**config.mk**
```make
export PLATFORM = sky130hd
export DESIGN_NAME = scalar_kalman_rate_filter
export DESIGN_NICKNAME = d
export VERILOG_FILES = /design/src/rtl/skrf_pkg.sv /design/src/rtl/skrf_datapath.sv /design/src/rtl/skrf_controller.sv /design/src/rtl/scalar_kalman_rate_filter.sv
export SDC_FILE = /design/constraint.sdc
export NUM_CORES = 2
export LEC_CHECK = 0
export BUFFER_PORTS_ARGS = -buffer_cell sky130_fd_sc_hd__buf_2
export CORE_MARGIN = 3
export CORE_UTILIZATION = 55
export DETAILED_ROUTE_END_ITERATION = 10
export PLACE_DENSITY = 0.71
export SETUP_SLACK_MARGIN = 0.5
export SLEW_MARGIN = 30
export SYNTH_ARGS = -nofsm -noshare
export SYNTH_HDL_FRONTEND = slang
export SYNTH_SLANG_ARGS = --single-unit
```
**constraint.sdc**
```tcl
create_clock -name i_clk -period 25.6 [get_ports i_clk]
set_clock_uncertainty 0.05 [all_clocks]
set_input_delay 3.84 -clock i_clk [delete_from_list [all_inputs] [get_ports i_clk]]
set_output_delay 3.84 -clock i_clk [all_outputs]
set_load 0.05 [all_outputs]
```
**src/rtl/skrf_pkg.sv**
```systemverilog
// ----------------------------------------------------------------------------
// skrf_pkg
// shared types and constants for the scalar kalman rate filter
// ----------------------------------------------------------------------------
package skrf_pkg;

    localparam int FRAC_BITS_DEF = 16;
    localparam int CFG_IDX_W     = 2;
    localparam int DATA_W        = 32;

    localparam logic [CFG_IDX_W-1:0] REG_PROCESS_NOISE     = CFG_IDX_W'(0);
    localparam logic [CFG_IDX_W-1:0] REG_MEASUREMENT_NOISE = CFG_IDX_W'(1);

    typedef enum logic [2:0] {
        S_IDLE,
        S_PREP,
        S_DIV,
        S_MUL_X,
        S_UPD_X,
        S_MUL_P,
        S_UPD_P,
        S_FINISH
    } t_state;

    typedef struct packed {
        logic load;
        logic first;
        logic prep;
        logic div_step;
        logic mul_x;
        logic upd_x;
        logic mul_p;
        logic upd_p;
        logic emit;
    } t_cmd;

    typedef struct packed {
        logic primed;
    } t_status;

endpackage

```
**src/rtl/skrf_datapath.sv**
```systemverilog
// ----------------------------------------------------------------------------
// skrf_datapath
// filter state, noise registers, serial gain divider and shared multiplier
// ----------------------------------------------------------------------------
module skrf_datapath #(
    parameter int FRAC_BITS = skrf_pkg::FRAC_BITS_DEF
) (
    input  logic                              i_clk,
    input  logic                              i_rst_n,
    input  logic                              i_cfg_we,
    input  logic [skrf_pkg::CFG_IDX_W-1:0]    i_cfg_index,
    input  logic [skrf_pkg::DATA_W-1:0]       i_cfg_data,
    input  logic signed [skrf_pkg::DATA_W-1:0] i_sample,
    input  logic                              i_restart,
    input  skrf_pkg::t_cmd                    i_cmd,
    output skrf_pkg::t_status                 o_status,
    output logic signed [skrf_pkg::DATA_W-1:0] o_estimate_out,
    output logic [FRAC_BITS:0]                o_gain_out
);

    localparam int GW = FRAC_BITS + 1;
    localparam int PW = 34 + GW + 1;
    localparam int CW = PW - FRAC_BITS;
    localparam int SW = CW + 1;
    localparam logic [31:0]          ONE32   = 32'(1) << FRAC_BITS;
    localparam logic [GW-1:0]        ONEG    = GW'(1) << FRAC_BITS;
    localparam logic signed [PW-1:0] HALF    = PW'(1) << (FRAC_BITS - 1);
    localparam logic [31:0]          Q_RESET = 32'((15 * (64'd1 << FRAC_BITS) + 5000) / 10000);
    localparam logic [31:0]          R_RESET = 32'((5 * (64'd1 << FRAC_BITS) + 50) / 100);
    localparam logic signed [SW-1:0] X_MAX   = SW'(64'sd2147483647);
    localparam logic signed [SW-1:0] X_MIN   = -SW'(64'sd2147483648);

    logic [31:0]          r_q_noise;
    logic [31:0]          r_r_noise;
    logic signed [31:0]   r_est;
    logic [31:0]          r_cov;
    logic                 r_primed;
    logic signed [31:0]   r_z;
    logic [31:0]          r_p;
    logic [32:0]          r_den;
    logic [33:0]          r_rem;
    logic [GW-1:0]        r_gain;
    logic signed [32:0]   r_diff;
    logic signed [PW-1:0] r_prod;
    logic signed [31:0]   r_out_est;
    logic [GW-1:0]        r_out_gain;

    logic [32:0]          p_sum;
    logic [31:0]          p_sat;
    logic                 div_ge;
    logic [33:0]          div_t;
    logic signed [33:0]   mul_a;
    logic signed [GW:0]   mul_b;
    logic signed [PW-1:0] mul_y;
    logic signed [PW-1:0] rnd;
    logic signed [PW-1:0] rnd_sh;
    logic signed [CW-1:0] corr;
    logic signed [SW-1:0] x_sum;
    logic signed [31:0]   x_sat;

    always_comb begin
        p_sum  = {1'b0, r_cov} + {1'b0, r_q_noise};
        p_sat  = p_sum[32] ? 32'hFFFF_FFFF : p_sum[31:0];
        div_ge = (r_den != 33'd0) && (r_rem >= {1'b0, r_den});
        div_t  = div_ge ? (r_rem - {1'b0, r_den}) : r_rem;
        if (i_cmd.mul_p) begin
            mul_a = {2'b00, r_p};
            mul_b = {1'b0, ONEG - r_gain};
        end else begin
            mul_a = {r_diff[32], r_diff};
            mul_b = {1'b0, r_gain};
        end
        mul_y  = mul_a * mul_b;
        rnd    = r_prod + HALF;
        rnd_sh = rnd >>> FRAC_BITS;
        corr   = rnd_sh[CW-1:0];
        x_sum  = SW'(r_est) + SW'(corr);
        if (x_sum > X_MAX) begin
            x_sat = 32'sh7FFF_FFFF;
        end else if (x_sum < X_MIN) begin
            x_sat = 32'sh8000_0000;
        end else begin
            x_sat = x_sum[31:0];
        end
    end

    always_ff @(posedge i_clk) begin
        if (!i_rst_n) begin
            r_q_noise <= Q_RESET;
            r_r_noise <= R_RESET;
            r_est     <= '0;
            r_cov     <= ONE32;
            r_primed  <= 1'b0;
        end else begin
            if (i_cfg_we) begin
                unique case (i_cfg_index)
                    skrf_pkg::REG_PROCESS_NOISE:     r_q_noise <= i_cfg_data;
                    skrf_pkg::REG_MEASUREMENT_NOISE: r_r_noise <= i_cfg_data;
                    default: ;
                endcase
            end
            if (i_cmd.load && i_restart) begin
                r_est    <= '0;
                r_cov    <= ONE32;
                r_primed <= 1'b0;
            end
            if (i_cmd.first) begin
                r_est    <= r_z;
                r_primed <= 1'b1;
            end
            if (i_cmd.upd_x) begin
                r_est <= x_sat;
            end
            if (i_cmd.upd_p) begin
                r_cov <= rnd[FRAC_BITS +: 32];
            end
        end
    end

    always_ff @(posedge i_clk) begin
        if (i_cmd.load) begin
            r_z <= i_sample;
        end
        if (i_cmd.first) begin
            r_gain <= '0;
        end
        if (i_cmd.prep) begin
            r_p    <= p_sat;
            r_den  <= {1'b0, p_sat} + {1'b0, r_r_noise};
            r_rem  <= {2'b00, p_sat};
            r_gain <= '0;
            r_diff <= {r_z[31], r_z} - {r_est[31], r_est};
        end
        if (i_cmd.div_step) begin
            r_rem  <= {div_t[32:0], 1'b0};
            r_gain <= {r_gain[GW-2:0], div_ge};
        end
        if (i_cmd.mul_x || i_cmd.mul_p) begin
            r_prod <= mul_y;
        end
        if (i_cmd.emit) begin
            r_out_est  <= r_est;
            r_out_gain <= r_gain;
        end
    end

    assign o_status.primed = r_primed;
    assign o_estimate_out  = r_out_est;
    assign o_gain_out      = r_out_gain;

endmodule

```
**src/rtl/skrf_controller.sv**
```systemverilog
// ----------------------------------------------------------------------------
// skrf_controller
// step sequencer, divider bit counter and output handshake
// ----------------------------------------------------------------------------
module skrf_controller #(
    parameter int FRAC_BITS = skrf_pkg::FRAC_BITS_DEF
) (
    input  logic              i_clk,
    input  logic              i_rst_n,
    input  logic              i_in_valid,
    output logic              o_in_stall,
    output logic              o_out_valid,
    input  logic              i_out_stall,
    input  skrf_pkg::t_status i_status,
    output skrf_pkg::t_cmd    o_cmd
);

    localparam int CW = $clog2(FRAC_BITS + 1);

    skrf_pkg::t_state r_state;
    skrf_pkg::t_state n_state;
    logic [CW-1:0]    r_cnt;
    logic [CW-1:0]    n_cnt;
    logic             r_out_valid;
    logic             n_out_valid;
    logic             out_free;

    assign out_free = !r_out_valid || !i_out_stall;

    always_comb begin
        n_state = r_state;
        unique case (r_state)
            skrf_pkg::S_IDLE:   if (i_in_valid) n_state = skrf_pkg::S_PREP;
            skrf_pkg::S_PREP: begin
                n_state = i_status.primed ? skrf_pkg::S_DIV : skrf_pkg::S_FINISH;
            end
            skrf_pkg::S_DIV: begin
                if (r_cnt == CW'(FRAC_BITS)) n_state = skrf_pkg::S_MUL_X;
            end
            skrf_pkg::S_MUL_X:  n_state = skrf_pkg::S_UPD_X;
            skrf_pkg::S_UPD_X:  n_state = skrf_pkg::S_MUL_P;
            skrf_pkg::S_MUL_P:  n_state = skrf_pkg::S_UPD_P;
            skrf_pkg::S_UPD_P:  n_state = skrf_pkg::S_FINISH;
            skrf_pkg::S_FINISH: if (out_free) n_state = skrf_pkg::S_IDLE;
            default:            n_state = skrf_pkg::S_IDLE;
        endcase
    end

    always_comb begin
        o_cmd       = '0;
        o_in_stall  = 1'b1;
        n_cnt       = r_cnt;
        n_out_valid = r_out_valid && i_out_stall;
        unique case (r_state)
            skrf_pkg::S_IDLE: begin
                o_in_stall = 1'b0;
                o_cmd.load = i_in_valid;
            end
            skrf_pkg::S_PREP: begin
                o_cmd.first = !i_status.primed;
                o_cmd.prep  = i_status.primed;
                n_cnt       = '0;
            end
            skrf_pkg::S_DIV: begin
                o_cmd.div_step = 1'b1;
                n_cnt          = r_cnt + CW'(1);
            end
            skrf_pkg::S_MUL_X: o_cmd.mul_x = 1'b1;
            skrf_pkg::S_UPD_X: o_cmd.upd_x = 1'b1;
            skrf_pkg::S_MUL_P: o_cmd.mul_p = 1'b1;
            skrf_pkg::S_UPD_P: o_cmd.upd_p = 1'b1;
            skrf_pkg::S_FINISH: begin
                o_cmd.emit = out_free;
                if (out_free) n_out_valid = 1'b1;
            end
            default: ;
        endcase
    end

    always_ff @(posedge i_clk) begin
        if (!i_rst_n) begin
            r_state     <= skrf_pkg::S_IDLE;
            r_cnt       <= '0;
            r_out_valid <= 1'b0;
        end else begin
            r_state     <= n_state;
            r_cnt       <= n_cnt;
            r_out_valid <= n_out_valid;
        end
    end

    assign o_out_valid = r_out_valid;

endmodule

```
**src/rtl/scalar_kalman_rate_filter.sv**
```systemverilog
// ----------------------------------------------------------------------------
// scalar_kalman_rate_filter
// one-dimensional kalman filter for gyro rate samples
// ----------------------------------------------------------------------------
// One request is handled at a time. The first sample after reset or restart
// skips the divider and the multiplier; every later sample passes through
// the restoring gain divider, which retires one quotient bit per cycle,
// followed by two passes through the one shared multiplier. A new request
// is accepted in the cycle after the result is loaded into the output
// register, while that result may still be waiting to be taken. Noise
// registers are written through the configuration channel, which is always
// ready; the user must write them only while no request is in flight, and
// the block itself does not enforce this. Indexes above 1 are ignored.
module scalar_kalman_rate_filter #(
    parameter int FRAC_BITS = skrf_pkg::FRAC_BITS_DEF
) (
    input  logic                               i_clk,
    input  logic                               i_rst_n,
    input  logic                               i_cfg_valid,
    output logic                               o_cfg_ready,
    input  logic [skrf_pkg::CFG_IDX_W-1:0]     i_cfg_index,
    input  logic [skrf_pkg::DATA_W-1:0]        i_cfg_data,
    input  logic                               i_in_valid,
    output logic                               o_in_stall,
    input  logic signed [skrf_pkg::DATA_W-1:0] i_sample,
    input  logic                               i_restart,
    output logic                               o_out_valid,
    input  logic                               i_out_stall,
    output logic signed [skrf_pkg::DATA_W-1:0] o_estimate_out,
    output logic [FRAC_BITS:0]                 o_gain_out
);

    skrf_pkg::t_cmd    cmd;
    skrf_pkg::t_status status;

    assign o_cfg_ready = 1'b1;

    skrf_controller #(
        .FRAC_BITS (FRAC_BITS)
    ) u_ctrl (
        .i_clk       (i_clk),
        .i_rst_n     (i_rst_n),
        .i_in_valid  (i_in_valid),
        .o_in_stall  (o_in_stall),
        .o_out_valid (o_out_valid),
        .i_out_stall (i_out_stall),
        .i_status    (status),
        .o_cmd       (cmd)
    );

    skrf_datapath #(
        .FRAC_BITS (FRAC_BITS)
    ) u_dp (
        .i_clk          (i_clk),
        .i_rst_n        (i_rst_n),
        .i_cfg_we       (i_cfg_valid && o_cfg_ready),
        .i_cfg_index    (i_cfg_index),
        .i_cfg_data     (i_cfg_data),
        .i_sample       (i_sample),
        .i_restart      (i_restart),
        .i_cmd          (cmd),
        .o_status       (status),
        .o_estimate_out (o_estimate_out),
        .o_gain_out     (o_gain_out)
    );

endmodule

```
== After elaboration in Yosys (flattened, before gate mapping) ==
Cells that the tools add are included.

* Add/sub/neg operators: 8
* Multipliers: 1
* Order comparisons: 3
* Eq/ne operators: 12
* Mux-type cells: 35
* Reductions and logical operators: 20

{| class="wikitable"
|+ Operators with widths
! kind !! number
|-
| 32-bit 2-to-1 mux || 8
|-
| 34-bit 2-to-1 mux || 3
|-
| 17-bit 2-to-1 mux || 4
|-
| 32-bit by 32-bit adder with 33-bit output || 2
|-
| 52-bit by 17-bit adder with 52-bit output (second input constant) || 1
|-
| 34-bit by 18-bit multiplier with 52-bit output || 1
|-
| 32-bit by 36-bit adder with 37-bit output || 1
|-
| 37-bit by 32-bit greater-than comparator with 1-bit output (second input constant) || 1
|-
| 37-bit by 32-bit less-than comparator with 1-bit output (second input constant) || 1
|-
| 34-bit by 33-bit greater-or-equal comparator with 1-bit output || 1
|-
| 33-bit 2-to-1 mux || 1
|-
| 33-bit nonzero test || 1
|-
| 32-bit by 32-bit subtractor with 33-bit output || 1
|-
| 33-bit subtractor || 1
|-
| 3-bit one-hot mux with 8 select lines || 1
|-
| 17-bit subtractor (first input constant) || 1
|-
| 3-bit == test (second input constant) || 4
|-
| 1-bit 2-to-1 mux || 12
|-
| 3-bit 2-to-1 mux || 4
|-
| 5-bit one-hot mux with 2 select lines || 1
|-
| 2-bit nonzero test || 4
|-
| 3-bit by 2-bit == test with 1-bit output (second input constant) || 2
|-
| 3-bit nonzero test || 2
|-
| 5-bit by 1-bit adder with 5-bit output (second input constant) || 1
|-
| 13 further kinds || 20
|}

* Bits in registers: 420
* Input bits: 72
* Output and inout port bits: 52
* Logic and storage cells: 97

== Longest topological paths before layout ==
* Depth in word-level cells: 6
* Gate-level depth with buffers: 33
* Gate-level depth less buffers: 32

== By module ==
A second synthesis with hierarchy kept.

* Cell total of the unflattened synthesis: 4637
* Area total of the unflattened synthesis: 43108.8 µm²

{| class="wikitable"
|+ By module, submodules not included
! module !! times used !! cells each !! area an instance (µm²) !! sequential area each (µm²)
|-
| skrf_datapath || 1 || 4560 || 42537.0 || 10590.2
|-
| skrf_controller || 1 || 75 || 560.5 || 180.2
|-
| scalar_kalman_rate_filter || 1 || 2 || 11.3 || 0.0
|}

== Least setup slack after synthesis ==
OpenSTA, ideal clock, no wires.

* Path type: register -> register
* From: register u_ctrl.r_state[1]
* To: register u_dp.r_prod[44] (data pin)
* Library setup time: 0.274 ns
* Arrival: 7.825 ns
* Required time: 25.276 ns
* Setup slack: 17.451 ns
* Stages on the path, launching flop included: 34
* Path buffers: 4
* Period minus slack after synthesis: 8.149 ns
* Path through: dfxtp_1 inv_1 ha_1 nand2_1 clkbuf_1 buf_1 buf_1 nand2_1 nand2_1 clkbuf_1 nand2_1 fa_1 inv_1 fa_1 inv_1 fa_1 inv_1 fa_1 fa_1 inv_1 fa_1 inv_1 ha_1 a21oi_1 o21ai_0 or3b_1 o211ai_1 a21oi_1 o21bai_1 a21oi_1 o21ai_1 nor4_1 o41ai_1 xor2_1

* Longest elaborated chain between the ends: 4
* Elaborated cells between the ends (all ways): 5
* Those cells by class: mul: 1; eq/ne: 1; mux: 3

{| class="wikitable"
|+ Ends and longest elaborated chain
! item !! RTL line !! text
|-
| from (decl) || skrf_controller.sv:20 || <nowiki>skrf_pkg::t_state r_state;</nowiki>
|-
| from (signal assigned) || skrf_controller.sv:82 || <nowiki>r_state <= skrf_pkg::S_IDLE;</nowiki>
|-
| from (signal assigned) || skrf_controller.sv:86 || <nowiki>r_state <= n_state;</nowiki>
|-
| 3-bit == test (*) || skrf_controller.sv:54 || <nowiki>unique case (r_state)</nowiki>
|-
| 1-bit 2-to-1 mux (*) || skrf_controller.sv:54 ||
|-
| 34-bit 2-to-1 mux or 17-bit 2-to-1 mux (tied branches) || skrf_datapath.sv:66 || <nowiki>if (i_cmd.mul_p) begin</nowiki>
|-
| 34-bit by 18-bit multiplier with 52-bit output (*) || skrf_datapath.sv:73 || <nowiki>mul_y = mul_a * mul_b;</nowiki>
|-
| net u_dp.mul_y[44] || skrf_datapath.sv:54 || <nowiki>logic signed [PW-1:0] mul_y;</nowiki>
|-
| to (signal assigned) || skrf_datapath.sv:139 || <nowiki>r_prod <= mul_y;</nowiki>
|-
| to (decl) || skrf_datapath.sv:44 || <nowiki>logic signed [PW-1:0] r_prod;</nowiki>
|}

Mark *: on every way through the listed nets, which the timed path passes. The rest lies on a longest branch.
A chain may end at the register's enable or synchronous reset.

== Final worst setup path ==
* From: register u_dp.r_gain[0]
* To: register u_dp.r_prod[50] (data pin)

* Longest elaborated chain between the ends: 3

{| class="wikitable"
|+ Ends and longest elaborated chain
! item !! RTL line !! text
|-
| from (decl) || skrf_datapath.sv:42 || <nowiki>logic [GW-1:0] r_gain;</nowiki>
|-
| from (signal assigned) || skrf_datapath.sv:136 || <nowiki>r_gain <= {r_gain[GW-2:0], div_ge};</nowiki>
|-
| 17-bit subtractor || skrf_datapath.sv:68 || <nowiki>mul_b = {1'b0, ONEG - r_gain};</nowiki>
|-
| 17-bit 2-to-1 mux (*) || skrf_datapath.sv:66 ||
|-
| 34-bit by 18-bit multiplier with 52-bit output (*) || skrf_datapath.sv:73 ||
|-
| net u_dp.mul_y[50] || skrf_datapath.sv:54 ||
|}

Marked as above.

==> out/qor.yml <==
finish:
  fin_util_pct: 60.1
  n_fill_cell: 6529
  syn_to_final_growth_pct: 7.80
  nets: 5577
  final_common_cell: "inv_1"
  seqCellArea_um2: 10800
  drive_above_1_share_pct: 6.23
  multi_input_area_um2: 28400
  instances_no_fill: 5736
  antenna_cells: 0
  layout_common_cells: "inv_1, nand2_1, fa_1, nor2_1, ha_1"
timing:
  tightest_slew_ns: 0.943
  final.setup.tns_ns: 0
  setup_violations: 0
  hold_viol_final: 0
  max_freq_mhz: 102
  min_period_ns: 9.80
  drv_slew: 0
  maxSlewHeadroom_pct: 35.3
  rsz0062_at_grt: "false"
  min_period_over_period_pct: 38.3
logic_synthesis:
  synthCells: 4636
  syn_area_um2: 42500
  yosys-top-cells-area: "fa_1, edfxtp_1, ha_1, inv_1, nand2_1"
  avgSynthCellArea_um2: 9.17
  synth_edf_count: 266
  synthArstFlopShare_pct: 0
  ys_seq_elements: 405
  ys_warn_count: 0
  synth_top_area_share_pct: 25.6
  yosys_most_used_dff: "edfxtp_1"
  synth_top_cell_by_area: "fa_1"
  ys_seq_area_share_pct: 25.3
  synthDistinctLibCells: 91
  synth_nets: 5542
setup_path:
  crit_type: "reg -> reg"
  cpPeakStageDelay_ns: 0.66
  end_kind: "flop"
  crit_path_top_delay_cell: "a311oi_1"
  cp.arrival_ns: 10.09
  cp.required_ns: 25.88
  start_kind: "flop"
  startpoint: "u_dp.r_gain[0]"
  r2r_cells: 32
  r2r-start: "u_dp.r_gain[0]"
  crit_path_max_fanout: 32
placed_design:
  place_inst: 5655
  routabilityCongestion: 0.927
  dp_hpwl_um: 93900
  portBuffers: 122
die:
  rows: 101
  coreArea_um2: 76200
  ios: 124
  initial_utilization_pct: 55.8
  dieArea_um2: 80700
  dieWidth_um: 284
  die_h_um: 284
job:
  drv_cap: 0
route:
  wl_per_cell_um: 21.0
  vias: 33000
  drt_wl_total_um: 121000
  vias_per_cell: 5.76
  initialDrtViolationCount: 2961
  ant_nets: 0
  drt_pass1_iterations: 5
  drc: 0
clock_tree:
  cts_setup_buffers: 0
  insertion_delay_ns: 0.61
  clk_pin_slew_worst_paths_ns: 0.06
  clk_path_buf_depth: 3
  hold_buffers: 0
  cts_made_buffers: 44
  htreeDepth: 2
  cts_resized: 0
  cts-root-buf: "clkbuf_16"
  cts_tree: "built"
  cts_num_sinks: 405
worst_hold_path:
  hold_depth: 2
  hold_class: "reg -> reg"
  min_from: "u_dp.r_r_noise[23]"
global_routing:
  grt_util_all_layers_pct: 30.1
  overflow: 0
  antenna_found_initial: 4
  grt_max_degree: 65
  grt_pass1_wl_um: 188000
  grt_pass1_vias: 32900
outcome:
  status: "complete, no violations"
## cell usage after synthesis (42+ instances only)
| cell | instances |
|---|---|
| inv_1 | 763 |
| nand2_1 | 761 |
| fa_1 | 543 |
| nor2_1 | 320 |
| ha_1 | 291 |
| a21oi_1 | 270 |
| edfxtp_1 | 266 |
| xnor2_1 | 154 |
| clkbuf_1 | 151 |
| dfxtp_1 | 139 |
| a21o_1 | 108 |
| nand3_1 | 78 |
| o21ai_0 | 72 |
| mux2i_1 | 65 |
| xor2_1 | 65 |
| and2_1 | 43 |
| nor3_1 | 42 |
## cell type report
cell class	instances	area share, %
clock buffers	49	2.44
flip-flops and latches	405	23.5
inverters	764	6.27
clock inverters	32	0.939
multi-input cells	3292	62.0
well taps	1030	2.81
repair buffers	164	2.02
## critical path, delay by kind of cell, from the launching register on
kind            cells  cell delay (ns)
fa+ha+maj           7             3.39
xor+xnor            2             0.34
compound gates      8             2.59
flops               1             0.35
simple gates        7             1.61
buf+inv             8             1.19
## flip-flops by register name (all words and copies together) (netlist names)
register and cells:
u_dp.r_z 32, u_dp.o_estimate_out 32, u_dp.o_status 1, u_dp.r_diff 33
u_dp.r_p 32, u_ctrl.r_cnt 5, u_dp.r_gain 17, u_dp.r_cov 32
u_dp.o_gain_out 17, u_dp.r_prod 37, u_dp.r_q_noise 32, u_ctrl.o_out_valid 1
u_dp.r_den 33, u_dp.r_r_noise 32, u_dp.r_est 32, u_ctrl.r_state 3
u_dp.r_rem 34
## worst paths after layout
| kind | end | slack, ns |
|---|---|---|
| worst max-delay path | u_dp.r_prod[50] | 15.80 |
| worst min-delay path | u_dp.r_r_noise[23] | 0.41 |
| worst max register to register | u_dp.r_prod[50] | 15.80 |
| worst min register to register | u_dp.r_r_noise[23] | 0.41 |
## per-layer routing
metal	wire, µm	part of all wire [%]	track usage, %
met4	5630	4.7	12.0
met5	15	0.012	0
met3	11500	9.6	6.14
met2	53300	44	46.3
met1	50200	42	42.1
## per-stage QoR
stage          worst slack (ns)  hold slack [ns]  cell area, µm²
2_1_floorplan             17.45            0.374           42500
3_3_place_gp              16.06            0.399           44300
3_5_place_dp              15.87            0.405           44300
4_1_cts                   15.88            0.413           45800
5_1_grt                   15.31            0.434           45800
6_report                  15.80            0.411           45800
## cells by family (layout without fill, tap and decap cells)
kind of cell,after synthesis,after routing,share of synthesized area (%)
AO/OA/AOI/OAI,748,748,11.6
XOR/XNOR,219,219,4.51
adder cells (fa/ha/maj),834,834,34.1
buffers and inverters,939,1009,8.40
flip-flops,405,405,25.3
multiplexers,66,66,1.56
other,1,1,0.00882
AND/OR/NAND/NOR,1424,1424,14.4
Power is left out: the tool's default activity adds up to more than one toggle a clock period on the data nets, which glitch-free logic cannot reach.
